==> src/rtl/fdc_pkg.sv <==
// ---------------------------------------------------------------------------
// fdc_pkg: shared types and constants of the floppy controller command phase
// Access kinds, register offsets, command opcodes, phase encoding and the
// decoded command record passed from the decoder to the top level.
// ---------------------------------------------------------------------------
package fdc_pkg;

    // Bus access kinds carried in the request tuser field
    localparam logic [1:0] ACC_WRITE = 2'd0;
    localparam logic [1:0] ACC_READ  = 2'd1;
    localparam logic [1:0] ACC_MEDIA = 2'd2;

    // Register offsets from the controller base
    localparam logic [2:0] OFS_DOR  = 3'd2;
    localparam logic [2:0] OFS_MSR  = 3'd4;
    localparam logic [2:0] OFS_DATA = 3'd5;
    localparam logic [2:0] OFS_DIR  = 3'd7;

    // Full-byte command opcodes
    localparam logic [7:0] OP_SPECIFY = 8'h03;
    localparam logic [7:0] OP_RECAL   = 8'h07;
    localparam logic [7:0] OP_SENSE   = 8'h08;
    localparam logic [7:0] OP_SEEK    = 8'h0F;
    // Low-bit opcode codes
    localparam logic [3:0] OP4_READ_ID   = 4'd10;
    localparam logic [4:0] OP5_READ_DATA = 5'd6;

    // Status values
    localparam logic [7:0] MSR_READY    = 8'h80;
    localparam logic [7:0] MSR_XMIT     = 8'hD0;
    localparam logic [7:0] DIR_CHANGED  = 8'h80;
    localparam logic [7:0] ST0_RESET    = 8'hC0;
    localparam logic [7:0] ST0_RECAL    = 8'h20;
    localparam logic [7:0] ST0_KEEP     = 8'h3F;
    localparam logic [7:0] ST0_ABNORMAL = 8'h40;
    localparam logic [7:0] ST1_NO_DATA  = 8'h04;
    localparam logic [7:0] READ_ID_N    = 8'h02;
    localparam logic [2:0] DOR_RESET_BIT = 3'd2;

    // Controller phase, one-hot
    typedef enum logic [2:0] {
        PH_IDLE = 3'b001,
        PH_RECV = 3'b010,
        PH_XMIT = 3'b100
    } t_phase;

    // Command kinds that execute something
    typedef enum logic [2:0] {
        CMD_NONE,
        CMD_SENSE,
        CMD_RECAL,
        CMD_SEEK,
        CMD_READ_ID,
        CMD_READ_DATA
    } t_cmd_kind;

    typedef struct packed {
        logic [3:0] length;
        t_cmd_kind  kind;
    } t_cmd_info;

endpackage

==> src/rtl/floppy_controller_command_phase.sv <==
// ---------------------------------------------------------------------------
// floppy_controller_command_phase: host register interface of a floppy
// controller, command and result phases, one bus access per request.
// ---------------------------------------------------------------------------
// Path: an accepted request is held in the input register, and its result
//   is loaded into the result register once that register is free or drains.
// Throughput: one request per cycle unless i_m_tready stalls the result;
//   all decode and queue update is one combinational pass between the two registers.
// Reset: i_rst_n synchronous, active low; clears control state, the byte
//   queue keeps its contents and is rewritten before any read of it.
module floppy_controller_command_phase #(
    parameter int QUEUE_DEPTH = 16
) (
    input  logic        i_clk,
    input  logic        i_rst_n,
    // Request stream
    input  logic        i_s_tvalid,
    output logic        o_s_tready,
    input  logic [15:0] i_s_tdata,   // port_offset[2:0], write_data[10:3], media_fault[11]
    input  logic [1:0]  i_s_tuser,   // opcode[1:0]
    // Result stream
    output logic        o_m_tvalid,
    input  logic        i_m_tready,
    output logic [15:0] o_m_tdata    // read_data[7:0], irq_pulse[8]
);
    import fdc_pkg::*;

    localparam int AW = $clog2(QUEUE_DEPTH);
    localparam logic [4:0] DEPTH5 = 5'(QUEUE_DEPTH);

    // Input register
    logic        r_in_valid;
    logic [1:0]  r_in_op;
    logic [2:0]  r_in_port;
    logic [7:0]  r_in_wdata;
    logic        r_in_fault;
    // Result register
    logic        r_out_valid;
    logic [7:0]  r_out_data;
    logic        r_out_irq;
    // Controller state
    logic [7:0]  r_dor,    n_dor;
    t_phase      r_phase,  n_phase;
    logic [4:0]  r_write_count, n_write_count;
    logic [4:0]  r_read_index,  n_read_index;
    logic [4:0]  r_result_count, n_result_count;
    logic [7:0]  r_st0,    n_st0;
    logic        r_media,  n_media;
    logic [7:0]  r_queue [QUEUE_DEPTH];
    logic [7:0]  n_queue [QUEUE_DEPTH];
    logic [7:0]  n_rd;
    logic        n_irq;

    logic        advance;
    logic        data_wr;
    logic [4:0]  wc_eff;
    logic [4:0]  wc_next;
    logic [7:0]  op_byte;
    t_cmd_info   cmd;
    logic        complete;
    logic [7:0]  res_byte [7];
    logic [4:0]  res_count;
    logic        res_irq;
    logic [7:0]  st0_exec;

    // Move a request forward when the result register is free or drains
    assign advance    = r_in_valid && (!r_out_valid || i_m_tready);
    assign o_s_tready = !r_in_valid || !r_out_valid || i_m_tready;

    always_ff @(posedge i_clk) begin
        if (!i_rst_n) begin
            r_in_valid <= 1'b0;
        end else if (o_s_tready) begin
            r_in_valid <= i_s_tvalid;
        end
        if (o_s_tready && i_s_tvalid) begin
            r_in_op    <= i_s_tuser;
            r_in_port  <= i_s_tdata[2:0];
            r_in_wdata <= i_s_tdata[10:3];
            r_in_fault <= i_s_tdata[11];
        end
    end

    // Command byte collection
    assign data_wr = (r_in_op == ACC_WRITE) && (r_in_port == OFS_DATA) && (r_phase != PH_XMIT);
    assign wc_eff  = (r_phase == PH_IDLE) ? 5'd0 : r_write_count;
    assign wc_next = 5'(wc_eff + 5'd1);
    assign op_byte = (wc_eff == 5'd0) ? r_in_wdata : r_queue[0];

    fdc_cmd_decode u_decode (
        .i_opcode (op_byte),
        .o_info   (cmd)
    );

    assign complete = data_wr && ({1'b0, cmd.length} == wc_next);

    // Result bytes of the command that completes
    always_comb begin
        logic [7:0] q_after [QUEUE_DEPTH];
        for (int i = 0; i < QUEUE_DEPTH; i++) begin
            q_after[i] = (data_wr && wc_eff < DEPTH5 && wc_eff[AW-1:0] == AW'(i))
                         ? r_in_wdata : r_queue[i];
        end
        for (int i = 0; i < 7; i++) begin
            res_byte[i] = 8'h00;
        end
        res_count = 5'd0;
        res_irq   = 1'b0;
        st0_exec  = r_st0;
        case (cmd.kind)
            CMD_SENSE: begin
                res_byte[0] = r_st0;
                res_count   = 5'd2;
            end
            CMD_RECAL: begin
                st0_exec = ST0_RECAL;
                res_irq  = 1'b1;
            end
            CMD_SEEK: begin
                res_irq = 1'b1;
            end
            CMD_READ_ID: begin
                res_byte[0] = r_st0;
                res_byte[6] = READ_ID_N;
                res_count   = 5'd7;
                res_irq     = 1'b1;
            end
            CMD_READ_DATA: begin
                if (r_in_fault) begin
                    st0_exec    = (r_st0 & ST0_KEEP) | ST0_ABNORMAL;
                    res_byte[1] = ST1_NO_DATA;
                end
                res_byte[0] = st0_exec;
                res_byte[3] = q_after[2];
                res_byte[4] = q_after[3];
                res_byte[5] = q_after[4];
                res_byte[6] = q_after[5];
                res_count   = 5'd7;
                res_irq     = 1'b1;
            end
            default: begin
                res_count = 5'd0;
            end
        endcase
        // Queue: written byte first, then results overwrite the front
        for (int i = 0; i < QUEUE_DEPTH; i++) begin
            n_queue[i] = q_after[i];
        end
        if (complete) begin
            for (int i = 0; i < 7; i++) begin
                if (5'(i) < res_count) begin
                    n_queue[i] = res_byte[i];
                end
            end
        end
    end

    // Access execution
    always_comb begin
        n_dor          = r_dor;
        n_phase        = r_phase;
        n_write_count  = r_write_count;
        n_read_index   = r_read_index;
        n_result_count = r_result_count;
        n_st0          = r_st0;
        n_media        = r_media;
        n_rd           = 8'h00;
        n_irq          = 1'b0;
        case (r_in_op)
            ACC_WRITE: begin
                if (r_in_port == OFS_DOR) begin
                    // Rising reset bit returns the controller to its reset state
                    if (!r_dor[DOR_RESET_BIT] && r_in_wdata[DOR_RESET_BIT]) begin
                        n_phase        = PH_IDLE;
                        n_write_count  = 5'd0;
                        n_read_index   = 5'd0;
                        n_result_count = 5'd0;
                        n_st0          = ST0_RESET;
                        n_media        = 1'b0;
                        n_irq          = 1'b1;
                    end
                    n_dor = r_in_wdata;
                end else if (data_wr) begin
                    n_write_count = wc_next;
                    n_phase       = PH_RECV;
                    if (complete) begin
                        n_read_index   = 5'd0;
                        n_result_count = res_count;
                        n_st0          = st0_exec;
                        n_irq          = res_irq;
                        n_phase        = (res_count != 5'd0) ? PH_XMIT : PH_IDLE;
                        if (cmd.kind == CMD_SEEK) begin
                            n_media = 1'b0;
                        end
                    end
                end
            end
            ACC_READ: begin
                if (r_in_port == OFS_MSR) begin
                    n_rd = (r_phase == PH_XMIT) ? MSR_XMIT : MSR_READY;
                end else if (r_in_port == OFS_DATA) begin
                    // Hand out the next result byte, go idle after the last
                    if (r_phase == PH_XMIT && r_read_index < r_result_count) begin
                        n_rd         = r_queue[r_read_index[AW-1:0]];
                        n_read_index = 5'(r_read_index + 5'd1);
                        if (n_read_index == r_result_count) begin
                            n_phase = PH_IDLE;
                        end
                    end
                end else if (r_in_port == OFS_DIR) begin
                    n_rd = r_media ? DIR_CHANGED : 8'h00;
                end
            end
            ACC_MEDIA: begin
                n_media = 1'b1;
            end
            default: begin
                n_rd = 8'h00;
            end
        endcase
    end

    // State and result registers
    always_ff @(posedge i_clk) begin
        if (!i_rst_n) begin
            r_dor          <= 8'h00;
            r_phase        <= PH_IDLE;
            r_write_count  <= 5'd0;
            r_read_index   <= 5'd0;
            r_result_count <= 5'd0;
            r_st0          <= ST0_RESET;
            r_media        <= 1'b0;
            r_out_valid    <= 1'b0;
        end else begin
            if (advance) begin
                r_dor          <= n_dor;
                r_phase        <= n_phase;
                r_write_count  <= n_write_count;
                r_read_index   <= n_read_index;
                r_result_count <= n_result_count;
                r_st0          <= n_st0;
                r_media        <= n_media;
                r_out_valid    <= 1'b1;
            end else if (i_m_tready) begin
                r_out_valid <= 1'b0;
            end
        end
    end

    always_ff @(posedge i_clk) begin
        if (advance) begin
            r_out_data <= n_rd;
            r_out_irq  <= n_irq;
            for (int i = 0; i < QUEUE_DEPTH; i++) begin
                r_queue[i] <= n_queue[i];
            end
        end
    end

    assign o_m_tvalid = r_out_valid;
    assign o_m_tdata  = {7'd0, r_out_irq, r_out_data};

    // Transmit phase always has result bytes left to hand out
    a_xmit_has_results: assert property (@(posedge i_clk) disable iff (!i_rst_n)
        r_phase == PH_XMIT |-> r_read_index < r_result_count)
        else $error("transmit phase with no pending result");

    // Receive phase holds a partial command of at most eight bytes
    a_recv_count: assert property (@(posedge i_clk) disable iff (!i_rst_n)
        r_phase == PH_RECV |-> (r_write_count != 5'd0 && r_write_count < 5'd9))
        else $error("receive count out of range");

    // A processed request always lands in the result register
    a_advance_result: assert property (@(posedge i_clk) disable iff (!i_rst_n)
        advance |=> r_out_valid)
        else $error("processed request lost");

    // The result count never exceeds the longest result list
    a_result_bound: assert property (@(posedge i_clk) disable iff (!i_rst_n)
        r_result_count <= 5'd7)
        else $error("result count out of range");

endmodule

==> src/rtl/fdc_cmd_decode.sv <==
// ---------------------------------------------------------------------------
// fdc_cmd_decode: command opcode decoder
// Gives the number of bytes a command takes and the kind of work it runs.
// ---------------------------------------------------------------------------
module fdc_cmd_decode (
    input  logic [7:0]         i_opcode,
    output fdc_pkg::t_cmd_info o_info
);
    import fdc_pkg::*;

    always_comb begin
        // Length from the low five opcode bits
        case (i_opcode[4:0]) inside
            5'd5, 5'd6:   o_info.length = 4'd9;
            5'd7, 5'd10:  o_info.length = 4'd2;
            5'd13:        o_info.length = 4'd6;
            5'd3, 5'd15:  o_info.length = 4'd3;
            5'd19:        o_info.length = 4'd7;
            default:      o_info.length = 4'd1;
        endcase

        // Kind by priority: exact opcodes first, then the masked families
        if (i_opcode == OP_SENSE) begin
            o_info.kind = CMD_SENSE;
        end else if (i_opcode == OP_SPECIFY) begin
            o_info.kind = CMD_NONE;
        end else if (i_opcode == OP_RECAL) begin
            o_info.kind = CMD_RECAL;
        end else if (i_opcode == OP_SEEK) begin
            o_info.kind = CMD_SEEK;
        end else if (i_opcode[3:0] == OP4_READ_ID) begin
            o_info.kind = CMD_READ_ID;
        end else if (i_opcode[4:0] == OP5_READ_DATA) begin
            o_info.kind = CMD_READ_DATA;
        end else begin
            o_info.kind = CMD_NONE;
        end
    end

endmodule
==> config.mk <==
export PLATFORM = sky130hd
export DESIGN_NAME = floppy_controller_command_phase
export DESIGN_NICKNAME = d
export VERILOG_FILES = /design/src/rtl/fdc_pkg.sv /design/src/rtl/floppy_controller_command_phase.sv /design/src/rtl/fdc_cmd_decode.sv
export SDC_FILE = /design/constraint.sdc
export NUM_CORES = 1
export LEC_CHECK = 0
export ABC_CLOCK_PERIOD_IN_PS = 5900
export BUFFER_PORTS_ARGS = -buffer_cell sky130_fd_sc_hd__buf_2
export CAP_MARGIN = 20
export CORE_AREA = 4 4 141 143
export DETAILED_ROUTE_END_ITERATION = 8
export DIE_AREA = 0 0 145 147
export PLACE_DENSITY = 0.67
export SYNTH_ARGS = -nofsm -noshare
export SYNTH_HDL_FRONTEND = slang
export SYNTH_HIERARCHICAL = 1
export SYNTH_SLANG_ARGS = --single-unit
==> constraint.sdc <==
create_clock -name i_clk -period 5.9 [get_ports i_clk]
set_clock_uncertainty 0.2 [all_clocks]
set_input_delay 0 -clock i_clk [delete_from_list [all_inputs] [get_ports i_clk]]
set_output_delay 0 -clock i_clk [all_outputs]
set_load 0.01 [all_outputs]
==> results.py <==
metrics = {
    "outcome": {
        "status": "finished clean",
    },
    "floorplan": {
        "die_height_um": 147,
        "start_util": 0.494,
        "die_w_um": 145,
        "io_pins": 40,
        "die_area_mm2": 0.0213,
        "coreArea_mm2": 0.0186,
        "row_count": 50,
    },
    "global_routing": {
        "grt_pass1_wl_mm": 35.2,
        "grt_start_max_net_pins": 67,
        "busiest_layer": "met2",
        "antenna_found_initial": 0,
        "grt_use_met1": 0.286,
        "grt_overflow": 0,
        "use_met2": 0.351,
        "met3_usage": 0.0450,
        "grt_pass1_vias": 6153,
        "track_usage": 0.214,
    },
    "yosys": {
        "ys_ff_latch": 177,
        "syn_area_mm2": 0.00918,
        "synthDistinctLibCells": 79,
        "synth_edf_count": 151,
        "ys.flop_type": "edfxtp_1",
        "synthCells": 699,
        "synthArstFlopShare": 0,
        "avgSynthCellArea_um2": 13.1,
        "yosysWarnings": 6,
        "yosysSeqAreaShare": 0.551,
    },
    "placed_design": {
        "dp_hpwl_mm": 14.4,
        "io_buffers": 28,
        "dpl_cell_area_mm2": 0.00941,
        "routabilityCongestion": 0.873,
    },
    "power": {
        "cellPowerDensity_mw_per_mm2": 259,
        "irDropWorstVdd_uv": 206,
        "p_leak_nw": 3.35,
    },
    "worst_setup_path": {
        "r2r-start": "r_write_count[3]",
        "rrSetupSlack_ns": 0.51,
        "r2r_cells": 10,
        "cp-start-kind": "flip-flop",
        "end_kind": "flip-flop",
        "path_class": "reg2reg",
        "arrival_ns": 5.38,
        "worstReg2RegEnd": "r_queue[5][2]",
        "required_ns": 5.89,
        "worst-path-max-fanout": 14,
    },
    "clocking": {
        "clk_path_buf_depth": 2,
        "cts_max_level": 4,
        "numCtsBuffers": 17,
        "insertion_delay_ns": 0.44,
        "cts.sinks": 177,
        "ctsResizeCount": 0,
        "postCtsSetupBuffers": 0,
        "cts_root_buf": "clkbuf_16",
        "cts_tree": "built",
        "clk_pin_slew_ns": 0.07,
        "hold_buffers": 18,
    },
    "sta": {
        "fmax_mhz": 185,
        "setup_tns_ns": 0,
        "finalCriticalPeriod_ns": 5.39,
        "setup_viol": 0,
        "finalCritPeriodShare": 0.914,
        "final_hold_viol_count": 0,
        "rsz0062_at_grt": "no",
        "worst_pin_slew_ns": 1.06,
        "relSlewSlack": 0.292,
        "drv_slew": 0,
    },
    "detailed_routing": {
        "first_pass_iters": 6,
        "vias": 6123,
        "detail_route.wl_per_cell_um": 22.8,
        "drt_wl_total_mm": 22.2,
        "via_per_inst": 6.29,
        "drt_iter0_drc": 587,
        "ant_nets": 0,
        "drc": 0,
    },
    "cells_and_area": {
        "insertedDiodeCount": 0,
        "nets": 753,
        "area_growth_pct": 10.8,
        "stdcell_area_mm2": 0.0102,
        "drive_above_1_share": 0.230,
        "fillCellCount": 1507,
    },
    "worst_hold_path": {
        "min_path_cells": 2,
        "hold_end": "r_in_port[1]",
        "worst_hold_path_type": "in2reg",
        "worstHoldStart": "i_s_tdata[1]",
    },
    "job": {
        "max_cap_viol_count": 0,
    },
}
[worst max path at each step]
stage / startpoint / endpoint / slack [ns]
6_report: r_write_count[3] / r_queue[5][2] / 0.51
5_1_grt: r_write_count[1] / r_queue[5][2] / 0.15
4_1_cts: r_write_count[3] / r_queue[5][2] / 0.61
3_5_place_dp: r_write_count[3] / r_queue[5][2] / 0.64
3_3_place_gp: r_write_count[3] / r_st0[7] / 0.75
2_1_floorplan: r_write_count[3] / r_queue[4][0] / 1.63
[cell usage in the layout (no fill, tap or decap), drive strengths merged, types with 9 or more instances in the layout]
| cell | instances |
|---|---|
| inv | 19 |
| o31ai | 16 |
| clkbuf | 17 |
| dlygate4sd3 | 18 |
| a21oi | 32 |
| mux4 | 34 |
| mux2 | 19 |
| nor2 | 42 |
| nand2 | 37 |
| or2 | 13 |
| nand3 | 18 |
| o211ai | 13 |
| o21ai | 34 |
| edfxtp | 151 |
| nor2b | 15 |
| buf | 44 |
| mux2i | 46 |
| dfxtp | 26 |
| nand2b | 9 |
| a211oi | 10 |
[sequential cells by signal, indices dropped and copies added (netlist names), named ones only]
signal	cells
r_queue	128
r_media	1
r_read_index	5
r_in_valid	1
r_out_irq	1
r_out_data	8
r_in_fault	1
r_in_port	3
r_write_count	5
r_in_wdata	8
r_st0	3
r_in_op	2
o_m_tvalid	1
r_dor	1
r_result_count	2
r_phase	3
[critical path, cell delays in order, from the launching register on]
cell and delay (ns):
dfxtp_1 0.62, nor3_2 0.12, a21oi_1 0.86, mux2_2 0.49
nand2b_1 0.19, nor3_1 0.68, nand2_1 0.13, o311a_2 0.43
nor4b_4 0.46, and2_1 0.55, mux2_2 0.40
[metal layers]
metal / vias to the layer above / part of all wire
met5: - / 0
met4: 0 / 0.022
met3: 38 / 0.065
met2: 247 / 0.49
met1: 3071 / 0.42
li1: 2767 / -
[metrics by stage]
| stage | setup WS (ns) | total power (W) | instances | utilization | hold slack (ns) |
|---|---|---|---|---|---|
| floorplan | 1.63 | 0.00152 | 705 | - | -0.101 |
| global placement | 0.750 | 0.00155 | 923 | 0.506 | -0.0235 |
| detailed placement | 0.636 | 0.00156 | 923 | 0.506 | -0.0219 |
| CTS | 0.611 | 0.00264 | 973 | 0.546 | 0.0467 |
| global route | 0.146 | 0.00271 | 974 | 0.547 | 0.0587 |
| finish | 0.509 | 0.00263 | 974 | 0.547 | 0.0648 |
[area by class of cell]
| type | instances | area, um^2 | share of cell area |
|---|---|---|---|
| Clock buffer | 17 | 425 | 0.0418 |
| Clock inverter | 15 | 140 | 0.0138 |
| Inverter | 10 | 37.5 | 0.00369 |
| Multi-Input combinational cell | 459 | 3770 | 0.371 |
| Sequential cell | 177 | 5060 | 0.497 |
| Tap cell | 234 | 293 | 0.0288 |
| Timing Repair Buffer | 62 | 448 | 0.0441 |
[synthesized netlist by cell type, types with 8 or more instances]
cell | count | share of area
o31ai_2 | 11 | 0.015
nor2b_1 | 15 | 0.010
inv_1 | 10 | 0.0041
o211ai_1 | 13 | 0.011
buf_4 | 11 | 0.0090
nand2b_1 | 8 | 0.0055
or2_2 | 13 | 0.0089
nor2_1 | 41 | 0.017
a211oi_1 | 10 | 0.0082
mux4_2 | 34 | 0.083
nand2_1 | 35 | 0.014
clkbuf_1 | 18 | 0.0074
buf_6 | 8 | 0.0098
mux2i_1 | 46 | 0.050
edfxtp_1 | 151 | 0.49
a21oi_1 | 32 | 0.017
o21ai_0 | 31 | 0.017
mux2_2 | 18 | 0.022
dfxtp_1 | 26 | 0.057
buf_2 | 18 | 0.0098
nand3_1 | 18 | 0.0098
[logic make-up (layout without fill, tap and decap cells)]
kind of cell,after synthesis,after routing,synth area share
compound gates,151,151,0.116
xor+xnor,7,7,0.00668
fa+ha+maj,4,4,0.00546
buf+inv,69,104,0.0419
flops,177,177,0.551
mux,99,99,0.157
other cells,1,7,0.000409
simple gates,191,191,0.122
[where the power goes]
part | switching, W | leakage (nW) | internal [W] | total [W]
Sequential | 0.0000230 | 1.60 | 0.00139 | 0.00141
Combinational | 0.0000790 | 1.48 | 0.0000542 | 0.000133
Clock | 0.000529 | 0.269 | 0.000559 | 0.00109
Total | 0.000631 | 3.35 | 0.00200 | 0.00263
Power figures use the tool's default switching activity.
